File: src/hw/rtl/msplim_pkg.sv
// shared types, widths and constants of the motor stall power limiter
package msplim_pkg;

  // window geometry
  localparam int WINDOW_LENGTH = 8;
  localparam int SAMPLE_W      = 16;
  localparam int POWER_W       = 16;
  localparam int ENC_W         = 32;

  // register field widths
  localparam int CFG_SPEED_W = 20;
  localparam int CFG_POWER_W = 19;

  // output widths
  localparam int DRIVE_W   = 15;
  localparam int SUM_OUT_W = 19;
  localparam int STATUS_W  = 2;

  // exact sum widths, never narrower than the output field
  localparam int SPEED_NEED_W = $clog2(WINDOW_LENGTH * 65535 + 1);
  localparam int POWER_NEED_W = $clog2(WINDOW_LENGTH * 32768 + 1);
  localparam int SPEED_SUM_W  = (SPEED_NEED_W > SUM_OUT_W) ? SPEED_NEED_W : SUM_OUT_W;
  localparam int POWER_SUM_W  = (POWER_NEED_W > SUM_OUT_W) ? POWER_NEED_W : SUM_OUT_W;

  // comparison widths
  localparam int SPEED_CMP_W = (SPEED_SUM_W > CFG_SPEED_W) ? SPEED_SUM_W : CFG_SPEED_W;
  localparam int POWER_CMP_W = (POWER_SUM_W > CFG_POWER_W) ? POWER_SUM_W : CFG_POWER_W;

  // saturation and clamp constants
  localparam int SUM_OUT_MAX   = 524287;
  localparam int PARTIAL_CLAMP = 2000;
  localparam int FULL_CLAMP    = 12000;

  // register map
  localparam int ADDR_W   = 4;
  localparam int DATA_W   = 32;
  localparam logic [1:0] REG_SLOW_SPEED    = 2'd0;
  localparam logic [1:0] REG_STALL_POWER   = 2'd1;
  localparam logic [1:0] REG_STOPPED_SPEED = 2'd2;
  localparam logic [1:0] REG_CUT_POWER     = 2'd3;

  // reset values of the registers
  localparam logic [CFG_SPEED_W-1:0] SLOW_SPEED_RST    = 20'd24;
  localparam logic [CFG_POWER_W-1:0] STALL_POWER_RST   = 19'd38400;
  localparam logic [CFG_SPEED_W-1:0] STOPPED_SPEED_RST = 20'd5;
  localparam logic [CFG_POWER_W-1:0] CUT_POWER_RST     = 19'd24000;

  // limit status codes
  localparam logic [STATUS_W-1:0] STATUS_NONE  = 2'd0;
  localparam logic [STATUS_W-1:0] STATUS_CLAMP = 2'd1;
  localparam logic [STATUS_W-1:0] STATUS_CUT   = 2'd2;

  // one window entry: speed sample and absolute power
  typedef struct packed {
    logic [SAMPLE_W-1:0] speed;
    logic [SAMPLE_W-1:0] power;
  } sample_t;

  // threshold registers as seen by the limiter
  typedef struct packed {
    logic [CFG_SPEED_W-1:0] slow_speed;
    logic [CFG_POWER_W-1:0] stall_power;
    logic [CFG_SPEED_W-1:0] stopped_speed;
    logic [CFG_POWER_W-1:0] cut_power;
  } limits_t;

endpackage

File: src/hw/rtl/msplim_cell.sv
// one window cell: holds a speed and power entry and passes it down the chain
module msplim_cell
  import msplim_pkg::*;
(
  input  logic    clk,
  input  logic    rst_n,
  input  logic    shift_en,
  input  sample_t sample_in,
  output sample_t sample_out
);

  sample_t entry_r;

  // take the neighbor's entry on each shift
  always_ff @(posedge clk) begin
    if (!rst_n) begin
      entry_r <= '0;
    end else if (shift_en) begin
      entry_r <= sample_in;
    end
  end

  assign sample_out = entry_r;

endmodule

File: src/hw/rtl/msplim_limiter.sv
// output stage: stall thresholds, power clamps and the result register
module msplim_limiter
  import msplim_pkg::*;
(
  input  logic                      clk,
  input  logic                      rst_n,
  input  logic                      load,
  input  logic                      src_valid,
  input  limits_t                   limits,
  input  logic [SPEED_SUM_W-1:0]    speed_sum,
  input  logic [POWER_SUM_W-1:0]    power_sum,
  input  logic signed [POWER_W-1:0] power,
  output logic                      res_valid,
  output logic signed [DRIVE_W-1:0] drive_power,
  output logic [SUM_OUT_W-1:0]      speed_sum_out,
  output logic [SUM_OUT_W-1:0]      power_sum_out,
  output logic [STATUS_W-1:0]       limit_status
);

  localparam logic signed [POWER_W-1:0] PART_HI = POWER_W'(PARTIAL_CLAMP);
  localparam logic signed [POWER_W-1:0] PART_LO = POWER_W'(-PARTIAL_CLAMP);
  localparam logic signed [POWER_W-1:0] FULL_HI = POWER_W'(FULL_CLAMP);
  localparam logic signed [POWER_W-1:0] FULL_LO = POWER_W'(-FULL_CLAMP);

  logic                      valid_r;
  logic signed [DRIVE_W-1:0] drive_r, drive_nxt;
  logic [SUM_OUT_W-1:0]      speed_out_r, speed_out_nxt;
  logic [SUM_OUT_W-1:0]      power_out_r, power_out_nxt;
  logic [STATUS_W-1:0]       status_r, status_nxt;
  logic                      partial, cut;
  logic signed [POWER_W-1:0] hi, lo, limited;

  // threshold tests on the exact sums
  always_comb begin
    partial = (SPEED_CMP_W'(speed_sum) < SPEED_CMP_W'(limits.slow_speed)) &&
              (POWER_CMP_W'(power_sum) > POWER_CMP_W'(limits.stall_power));
    cut     = (SPEED_CMP_W'(speed_sum) < SPEED_CMP_W'(limits.stopped_speed)) &&
              (POWER_CMP_W'(power_sum) > POWER_CMP_W'(limits.cut_power));
  end

  // clamp; cut to zero wins over the partial clamp
  always_comb begin
    hi = partial ? PART_HI : FULL_HI;
    lo = partial ? PART_LO : FULL_LO;
    if (cut) begin
      limited    = '0;
      status_nxt = STATUS_CUT;
    end else begin
      if (power > hi) begin
        limited = hi;
      end else if (power < lo) begin
        limited = lo;
      end else begin
        limited = power;
      end
      status_nxt = partial ? STATUS_CLAMP : STATUS_NONE;
    end
    drive_nxt = DRIVE_W'(limited);
  end

  // saturate the reported sums
  always_comb begin
    speed_out_nxt = (speed_sum > SPEED_SUM_W'(SUM_OUT_MAX)) ? SUM_OUT_W'(SUM_OUT_MAX)
                                                            : speed_sum[SUM_OUT_W-1:0];
    power_out_nxt = (power_sum > POWER_SUM_W'(SUM_OUT_MAX)) ? SUM_OUT_W'(SUM_OUT_MAX)
                                                            : power_sum[SUM_OUT_W-1:0];
  end

  // result valid
  always_ff @(posedge clk) begin
    if (!rst_n) begin
      valid_r <= 1'b0;
    end else if (load) begin
      valid_r <= src_valid;
    end
  end

  // result payload
  always_ff @(posedge clk) begin
    if (load) begin
      drive_r     <= drive_nxt;
      speed_out_r <= speed_out_nxt;
      power_out_r <= power_out_nxt;
      status_r    <= status_nxt;
    end
  end

  assign res_valid     = valid_r;
  assign drive_power   = drive_r;
  assign speed_sum_out = speed_out_r;
  assign power_sum_out = power_out_r;
  assign limit_status  = status_r;

endmodule

File: src/hw/rtl/motor_stall_power_limiter_unit.sv
// top level of the motor stall power limiter: sample stage, cell chain, sums, registers
// Takes one request per clock while in_stall is low and returns one result per request.
// The three register stages (speed and power sample, window shift with running sums,
// limiter and result register) each hold one request, so a new request enters every
// cycle while earlier ones are in flight, unless the result side stalls with every stage
// full, and a finished result waits in the output register. The window is a chain of
// eight cells, one sample pair each, shifted once per request; the sums are kept by
// adding the newest sample and subtracting the one leaving the last cell. The user must
// write thresholds over the register port only while no request is in flight; the block
// itself does not enforce this.
module motor_stall_power_limiter_unit
  import msplim_pkg::*;
(
  input  logic                      clk,
  input  logic                      rst_n,
  // request channel
  input  logic                      in_valid,
  output logic                      in_stall,
  input  logic signed [POWER_W-1:0] in_requested_power,
  input  logic signed [ENC_W-1:0]   in_encoder_count,
  // result channel
  output logic                      out_valid,
  input  logic                      out_stall,
  output logic signed [DRIVE_W-1:0] out_drive_power,
  output logic [SUM_OUT_W-1:0]      out_speed_sum,
  output logic [SUM_OUT_W-1:0]      out_power_sum,
  output logic [STATUS_W-1:0]       out_limit_status,
  // register port
  input  logic                      psel,
  input  logic                      penable,
  input  logic                      pwrite,
  input  logic [ADDR_W-1:0]         paddr,
  input  logic [DATA_W-1:0]         pwdata,
  output logic [DATA_W-1:0]         prdata,
  output logic                      pready
);

  limits_t                   limits_r;
  logic                      cfg_wr;
  logic [1:0]                cfg_idx;

  logic                      in_acc;
  logic                      s1_can, out_load, s1_en;
  logic                      s0_v_r, s1_v_r;

  logic signed [ENC_W-1:0]   prev_count_r;
  logic signed [ENC_W:0]     diff_up, diff_dn, adiff;
  logic [SAMPLE_W-1:0]       speed_smp, power_smp;

  sample_t                   sample_r;
  logic signed [POWER_W-1:0] s0_power_r, s1_power_r;
  sample_t                   link [WINDOW_LENGTH+1];

  logic [SPEED_SUM_W-1:0]    speed_sum_r, speed_sum_nxt;
  logic [POWER_SUM_W-1:0]    power_sum_r, power_sum_nxt;

  // register writes
  assign cfg_wr  = psel && penable && pwrite;
  assign cfg_idx = paddr[3:2];
  assign pready  = 1'b1;

  always_ff @(posedge clk) begin
    if (!rst_n) begin
      limits_r.slow_speed    <= SLOW_SPEED_RST;
      limits_r.stall_power   <= STALL_POWER_RST;
      limits_r.stopped_speed <= STOPPED_SPEED_RST;
      limits_r.cut_power     <= CUT_POWER_RST;
    end else if (cfg_wr) begin
      unique case (cfg_idx)
        REG_SLOW_SPEED:    limits_r.slow_speed    <= pwdata[CFG_SPEED_W-1:0];
        REG_STALL_POWER:   limits_r.stall_power   <= pwdata[CFG_POWER_W-1:0];
        REG_STOPPED_SPEED: limits_r.stopped_speed <= pwdata[CFG_SPEED_W-1:0];
        REG_CUT_POWER:     limits_r.cut_power     <= pwdata[CFG_POWER_W-1:0];
        default: ;
      endcase
    end
  end

  // register reads
  always_comb begin
    unique case (cfg_idx)
      REG_SLOW_SPEED:    prdata = DATA_W'(limits_r.slow_speed);
      REG_STALL_POWER:   prdata = DATA_W'(limits_r.stall_power);
      REG_STOPPED_SPEED: prdata = DATA_W'(limits_r.stopped_speed);
      REG_CUT_POWER:     prdata = DATA_W'(limits_r.cut_power);
      default:           prdata = '0;
    endcase
  end

  // pipeline flow control
  assign out_load = !out_valid || !out_stall;
  assign s1_can   = !s1_v_r || out_load;
  assign s1_en    = s0_v_r && s1_can;
  assign in_stall = s0_v_r && !s1_can;
  assign in_acc   = in_valid && !in_stall;

  always_ff @(posedge clk) begin
    if (!rst_n) begin
      s0_v_r <= 1'b0;
      s1_v_r <= 1'b0;
    end else begin
      if (!in_stall) begin
        s0_v_r <= in_valid;
      end
      if (s1_can) begin
        s1_v_r <= s0_v_r;
      end
    end
  end

  // speed sample: exact 33-bit difference, absolute value, saturated
  always_comb begin
    diff_up   = (ENC_W+1)'(in_encoder_count) - (ENC_W+1)'(prev_count_r);
    diff_dn   = (ENC_W+1)'(prev_count_r) - (ENC_W+1)'(in_encoder_count);
    adiff     = diff_up[ENC_W] ? diff_dn : diff_up;
    speed_smp = (|adiff[ENC_W:SAMPLE_W]) ? {SAMPLE_W{1'b1}} : adiff[SAMPLE_W-1:0];
    power_smp = in_requested_power[POWER_W-1] ? SAMPLE_W'(-in_requested_power)
                                              : SAMPLE_W'(in_requested_power);
  end

  // previous encoder reading
  always_ff @(posedge clk) begin
    if (!rst_n) begin
      prev_count_r <= '0;
    end else if (in_acc) begin
      prev_count_r <= in_encoder_count;
    end
  end

  // sample stage payload
  always_ff @(posedge clk) begin
    if (in_acc) begin
      sample_r.speed <= speed_smp;
      sample_r.power <= power_smp;
      s0_power_r     <= in_requested_power;
    end
  end

  // cell chain: newest enters at the top, oldest leaves from cell zero
  assign link[WINDOW_LENGTH] = sample_r;

  for (genvar i = 0; i < WINDOW_LENGTH; i++) begin : g_cell
    msplim_cell u_cell (
      .clk       (clk),
      .rst_n     (rst_n),
      .shift_en  (s1_en),
      .sample_in (link[i+1]),
      .sample_out(link[i])
    );
  end

  // running sums: add the newest, drop the oldest
  always_comb begin
    speed_sum_nxt = speed_sum_r + SPEED_SUM_W'(sample_r.speed) - SPEED_SUM_W'(link[0].speed);
    power_sum_nxt = power_sum_r + POWER_SUM_W'(sample_r.power) - POWER_SUM_W'(link[0].power);
  end

  always_ff @(posedge clk) begin
    if (!rst_n) begin
      speed_sum_r <= '0;
      power_sum_r <= '0;
    end else if (s1_en) begin
      speed_sum_r <= speed_sum_nxt;
      power_sum_r <= power_sum_nxt;
    end
  end

  always_ff @(posedge clk) begin
    if (s1_en) begin
      s1_power_r <= s0_power_r;
    end
  end

  // limiter and result register
  msplim_limiter u_limiter (
    .clk          (clk),
    .rst_n        (rst_n),
    .load         (out_load),
    .src_valid    (s1_v_r),
    .limits       (limits_r),
    .speed_sum    (speed_sum_r),
    .power_sum    (power_sum_r),
    .power        (s1_power_r),
    .res_valid    (out_valid),
    .drive_power  (out_drive_power),
    .speed_sum_out(out_speed_sum),
    .power_sum_out(out_power_sum),
    .limit_status (out_limit_status)
  );

`ifndef ASSERT_OFF
  // requests are held back only when every stage is full and the output is stalled
  a_stall_only_when_full: assert property (@(posedge clk) disable iff (!rst_n)
    in_stall |-> (s0_v_r && s1_v_r && out_valid && out_stall))
    else $error("request stalled while the pipeline has room");

  // the sums move only with a window shift
  a_sums_follow_shift: assert property (@(posedge clk) disable iff (!rst_n)
    !s1_en |=> ($stable(speed_sum_r) && $stable(power_sum_r)))
    else $error("running sums changed without a window shift");

  // a cut result carries zero power
  a_cut_is_zero: assert property (@(posedge clk) disable iff (!rst_n)
    (out_valid && out_limit_status == STATUS_CUT) |-> (out_drive_power == '0))
    else $error("cut result with nonzero power");

  // a clamped result stays within the partial clamp
  a_clamp_range: assert property (@(posedge clk) disable iff (!rst_n)
    (out_valid && out_limit_status == STATUS_CLAMP) |->
      (out_drive_power <= DRIVE_W'(PARTIAL_CLAMP) &&
       out_drive_power >= DRIVE_W'(-PARTIAL_CLAMP)))
    else $error("clamped result outside the partial clamp");
`endif

endmodule

File: config.mk
export PLATFORM = sky130hd
export DESIGN_NAME = motor_stall_power_limiter_unit
export DESIGN_NICKNAME = d
export VERILOG_FILES = /design/src/hw/rtl/msplim_pkg.sv /design/src/hw/rtl/msplim_cell.sv /design/src/hw/rtl/msplim_limiter.sv /design/src/hw/rtl/motor_stall_power_limiter_unit.sv
export SDC_FILE = /design/constraint.sdc
export NUM_CORES = 1
export LEC_CHECK = 0
export BUFFER_PORTS_ARGS = -buffer_cell sky130_fd_sc_hd__clkbuf_2
export CORE_MARGIN = 10
export CORE_UTILIZATION = 40
export CTS_CLUSTER_DIAMETER = 50
export DETAILED_ROUTE_END_ITERATION = 8
export PLACE_DENSITY = 0.62
export SLEW_MARGIN = 10
export SYNTH_ARGS = -nofsm -noshare
export SYNTH_HDL_FRONTEND = slang
export SYNTH_HIERARCHICAL = 1
export SYNTH_SLANG_ARGS = --single-unit
File: constraint.sdc
create_clock -name clk -period 3.6 [get_ports clk]
set_clock_uncertainty 0.1 [all_clocks]
set_input_delay 0.72 -clock clk [delete_from_list [all_inputs] [get_ports clk]]
set_output_delay 0.72 -clock clk [all_outputs]
set_load 0.005 [all_outputs]
==> run summary <==
Main flop type after synthesis = sky130_fd_sc_hd__dfxtp_1
Net count, final = 3789
Count of buffers from port buffering = 153
Max Buffers Root-to-Sink = 3
Global routing usage on met1 = 21.33%
Final-layout fill cell count = 6836
R2R depth = 18
Floorplan die area = 84690 um2
Setup slack after placement = -0.5690 ns
Number of buffers added to fix hold violations after cts = 0
Share of final-layout standard cells stronger than drive strength 1 = 22.65%
Routed Wire Length = 73.53 mm
Worst Setup Path Type = reg -> reg
CTS tree = yes
Highest attainable clock frequency = 0.2683 GHz
Basic-gate share of the synthesized area counting and, or, nand and nor cells = 17.01%
Slowest library cell on the worst path = sky130_fd_sc_hd__dfxtp_2
Violations in the final reports = setup timing
Antenna diodes = 0
Share of async-settable or async-resettable flops after synthesis = 0%
Transition at the pin with the smallest max-transition slack = 1.022 ns
Post-synthesis compound-gate area fraction = 11.93%
Number of warnings printed during yosys synthesis = 6
Clock sink count = 525
Critical path data arrival time = 3.96 ns
Number of slew-limit violations in the final report = 0
Post-route insts no fill = 4491
Vias per Instance = 4.889
Number of standard cells after synthesis = 3088
H-Tree Depth = 3
Post-DRT Antenna Nets = 0
Number of antenna violations at the first check in global routing = 2
Number of top-level pins = 181
Cts bufs inserted = 69
Setup-failing EPs final = 19
Total design power = 18.55 mW
Wire length of the first global-routing pass = 116.9 mm
Post-synthesis xor/xnor area fraction = 2.236%
Number of instances on the worst hold path = 1
Area of placed instances = 33090 um2
Width of the die = 291.0 um
DRC violations left = 0
Adder-cell share of the synthesized area = 10.28%
Area growth from synthesis to final layout = 23.35%
Status = finished with violations
Final critical delay including setup and external delays = 3.727 ns
Floorplan die height = 291.0 um
DRT iter0 DRCs = 1294
Source-to-sink clock delay at the later pin of the worst-skew pair = 0.60 ns
Vias = 21957
Worst hold margin = 0.2570 ns
Clock Tree Root = sky130_fd_sc_hd__clkbuf_16
Crit end category = flip-flop
Class of the worst hold path = in -> reg
Effective utilization at floorplan = 40.34%
Area of all placed cells without fillers = 36240 um2
First-pass DRT Iterations = 5
Leftover overflow at the end of global routing = 0
List of cells traversed by the critical path = inv_2 -> ha_4 -> nand4_1 -> a211oi_2 -> buf_4 -> a2111oi_4 -> o21ai_1 -> nor4b_4 -> buf_6 -> inv_8 -> ha_4 -> nand4_1 -> buf_4 -> nor4_4 -> a41oi_2 -> o31a_1 -> mux2i_1 -> a21oi_1
EDFF count, synth = 118
Fraction of the yosys area taken by sequential cells = 39.79%
Power density relative to cell area = 511.7 nW/um2
Clk slew on worst S/H paths = 0.06 ns
GRT met3 Usage = 2.908%
Standby leakage power = 15.12 nW
Register-to-Register Setup Slack = -0.13 ns
Placed wire-length estimate = 54.63 mm
Crit path setup slack, layout = -0.1266 ns
Worst-path maximum fanout = 8
RePlAce Congestion = 0.8927
FP Rows = 99
Number of different library cells in the post-synthesis netlist = 88
Global-route met2 utilization = 28.54%
Core area = 72830 um2
Largest stage delay on the critical path = 0.33 ns
Average cell area after synthesis = 9.514 um2
Number of hold violations in the final report = 0
Max VDD drop = 0.0003460 V
Number of global-route vias before repair = 21815
# Max-Cap Violations = 0
Global-route usage over all layers = 16.77%
Setup repair after global routing missed its margin = true
Synthesized cell area = 29380 um2
Category of the worst setup path launch point = flip-flop
Mux cell area share after synthesis = 10.59%
Wire per inst = 16.37 um
Number of storage elements in the synthesis netlist = 525
Pin count of the biggest net entering global routing = 116
Fin crit share = 103.5%
Count of placed standard cells including taps = 4350
Most used routing layer in global routing = met2
WP data required = 3.83 ns
Dominant combinational cell family by area after synthesis = simple AND/OR/NAND/NOR gates
Relative max-transition margin = 31.87%
layer usage:
metal	wire length [um]	share of wire (%)
met5	0	0
met2	34970	48
met1	33740	46
met4	1770	2.4
met3	3051	4.1
synthesized netlist by cell type (18+ instances only):
cell type                  count  area (um2)
sky130_fd_sc_hd__mux4_2       19       427.9
sky130_fd_sc_hd__ha_1        187        2340
sky130_fd_sc_hd__inv_1       295        1107
sky130_fd_sc_hd__fa_1         34       680.7
sky130_fd_sc_hd__a21boi_0    106       795.8
sky130_fd_sc_hd__xor2_1       31       271.5
sky130_fd_sc_hd__edfxtp_1    118        3543
sky130_fd_sc_hd__nor2_1       90       337.8
sky130_fd_sc_hd__or3_1        18       112.6
sky130_fd_sc_hd__o21ai_0      98       490.5
sky130_fd_sc_hd__a21o_1       44       330.3
sky130_fd_sc_hd__buf_12       24       480.5
sky130_fd_sc_hd__a211oi_1     22       165.2
sky130_fd_sc_hd__nand2b_1     23       143.9
sky130_fd_sc_hd__clkbuf_1    129       484.2
sky130_fd_sc_hd__dfxtp_1     407        8148
sky130_fd_sc_hd__nand2_1     358        1344
sky130_fd_sc_hd__nor2b_1     269        1683
sky130_fd_sc_hd__nand4_1      37       231.5
sky130_fd_sc_hd__a21oi_1     113       565.5
sky130_fd_sc_hd__nand3_1      52       260.3
sky130_fd_sc_hd__and2_1       37       231.5
sky130_fd_sc_hd__mux2i_1     267        2673
sky130_fd_sc_hd__xnor2_1      44       385.4
sky130_fd_sc_hd__nor3_1       27       135.1
stage by stage:
| step | TNS (ns) | util (%) |
|---|---|---|
| global placement | -13.02 | 45.43 |
| detailed placement | -14.95 | 45.43 |
| floorplan | -1.619 | - |
| finish | -0.9674 | 49.76 |
| global route | -4.451 | 49.76 |
| CTS | -0.05118 | 49.14 |
cell usage in the layout, fill, tap and decap left out, drive strengths merged, types with 34 or more instances in the layout:
master	netlist	final
ha	187	187
nand4	48	48
mux2i	267	267
clkbuf	129	237
o21ai	106	106
a21o	44	44
nand3	52	52
buf	68	351
inv	295	302
nor2b	270	270
a21oi	118	118
a21boi	107	107
edfxtp	118	118
and2	39	39
nor2	91	91
nand2	359	359
xnor2	44	44
dfxtp	407	407
fa	34	34
final timing paths:
check                            start                                      end
min reg2reg   s0_power_r[10]$_DFFE_PP_                 s1_power_r[10]$_DFFE_PP_
min              in_requested_power[1]                  s0_power_r[1]$_DFFE_PP_
max          limits_r[47]$_SDFFE_PN0P_  u_limiter/drive_power[13]$_SDFFCE_PP0P_
max reg2reg  limits_r[47]$_SDFFE_PN0P_  u_limiter/drive_power[13]$_SDFFCE_PP0P_
power breakdown:
part / switching [mW] / internal (mW) / total (mW)
logic: 2.55 / 2.24 / 4.79
registers: 0.204 / 6.42 / 6.62
clock network: 2.72 / 4.41 / 7.13
total: 5.47 / 13.1 / 18.5
logic make-up after synthesis:
kind of cell | Yosys count
simple gates | 973
other cells | 2
mux | 287
xor+xnor | 75
fa+ha+maj | 221
compound gates | 513
buf+inv | 492
flops | 525
what timing repair did:
action	in CTS	in global routing
gates cloned	0	1
buffers inserted	4	10
pin swaps	32	42
endpoints found under the setup margin	39	40
gates resized for setup	66	68
critical path, delay by kind of cell (launching register included):
family,cells,cell delay (ns)
AO/OA/AOI/OAI,6,1.01
multiplexers,1,0.23
buffers and inverters,5,0.62
AND/OR/NAND/NOR,4,0.63
adder cells (fa/ha/maj),2,0.52
flip-flops,1,0.33
final cells by class:
| class | instances | area (um2) | share of cell area, % |
|---|---|---|---|
| Clock inverter | 42 | 533.0 | 1.471 |
| Sequential cell | 525 | 11720 | 32.33 |
| Clock buffer | 84 | 1876 | 5.175 |
| Inverter | 295 | 1134 | 3.128 |
| Tap cell | 959 | 1200 | 3.311 |
| Timing Repair Buffer | 504 | 3633 | 10.03 |
| Multi-Input combinational cell | 2082 | 16150 | 44.56 |
state kept, by name, summed over array words and instances (netlist names), 16 cells and up:
signal and cells:
g_cell.u_cell/sample_out 256, limits_r 78, link 32, power_sum_r 19, prev_count_r 32, s1_power_r 16
speed_sum_r 19, u_limiter/power_sum_out 19, u_limiter/speed_sum_out 19
No activity file was read; power rests on OpenSTA's default activity.
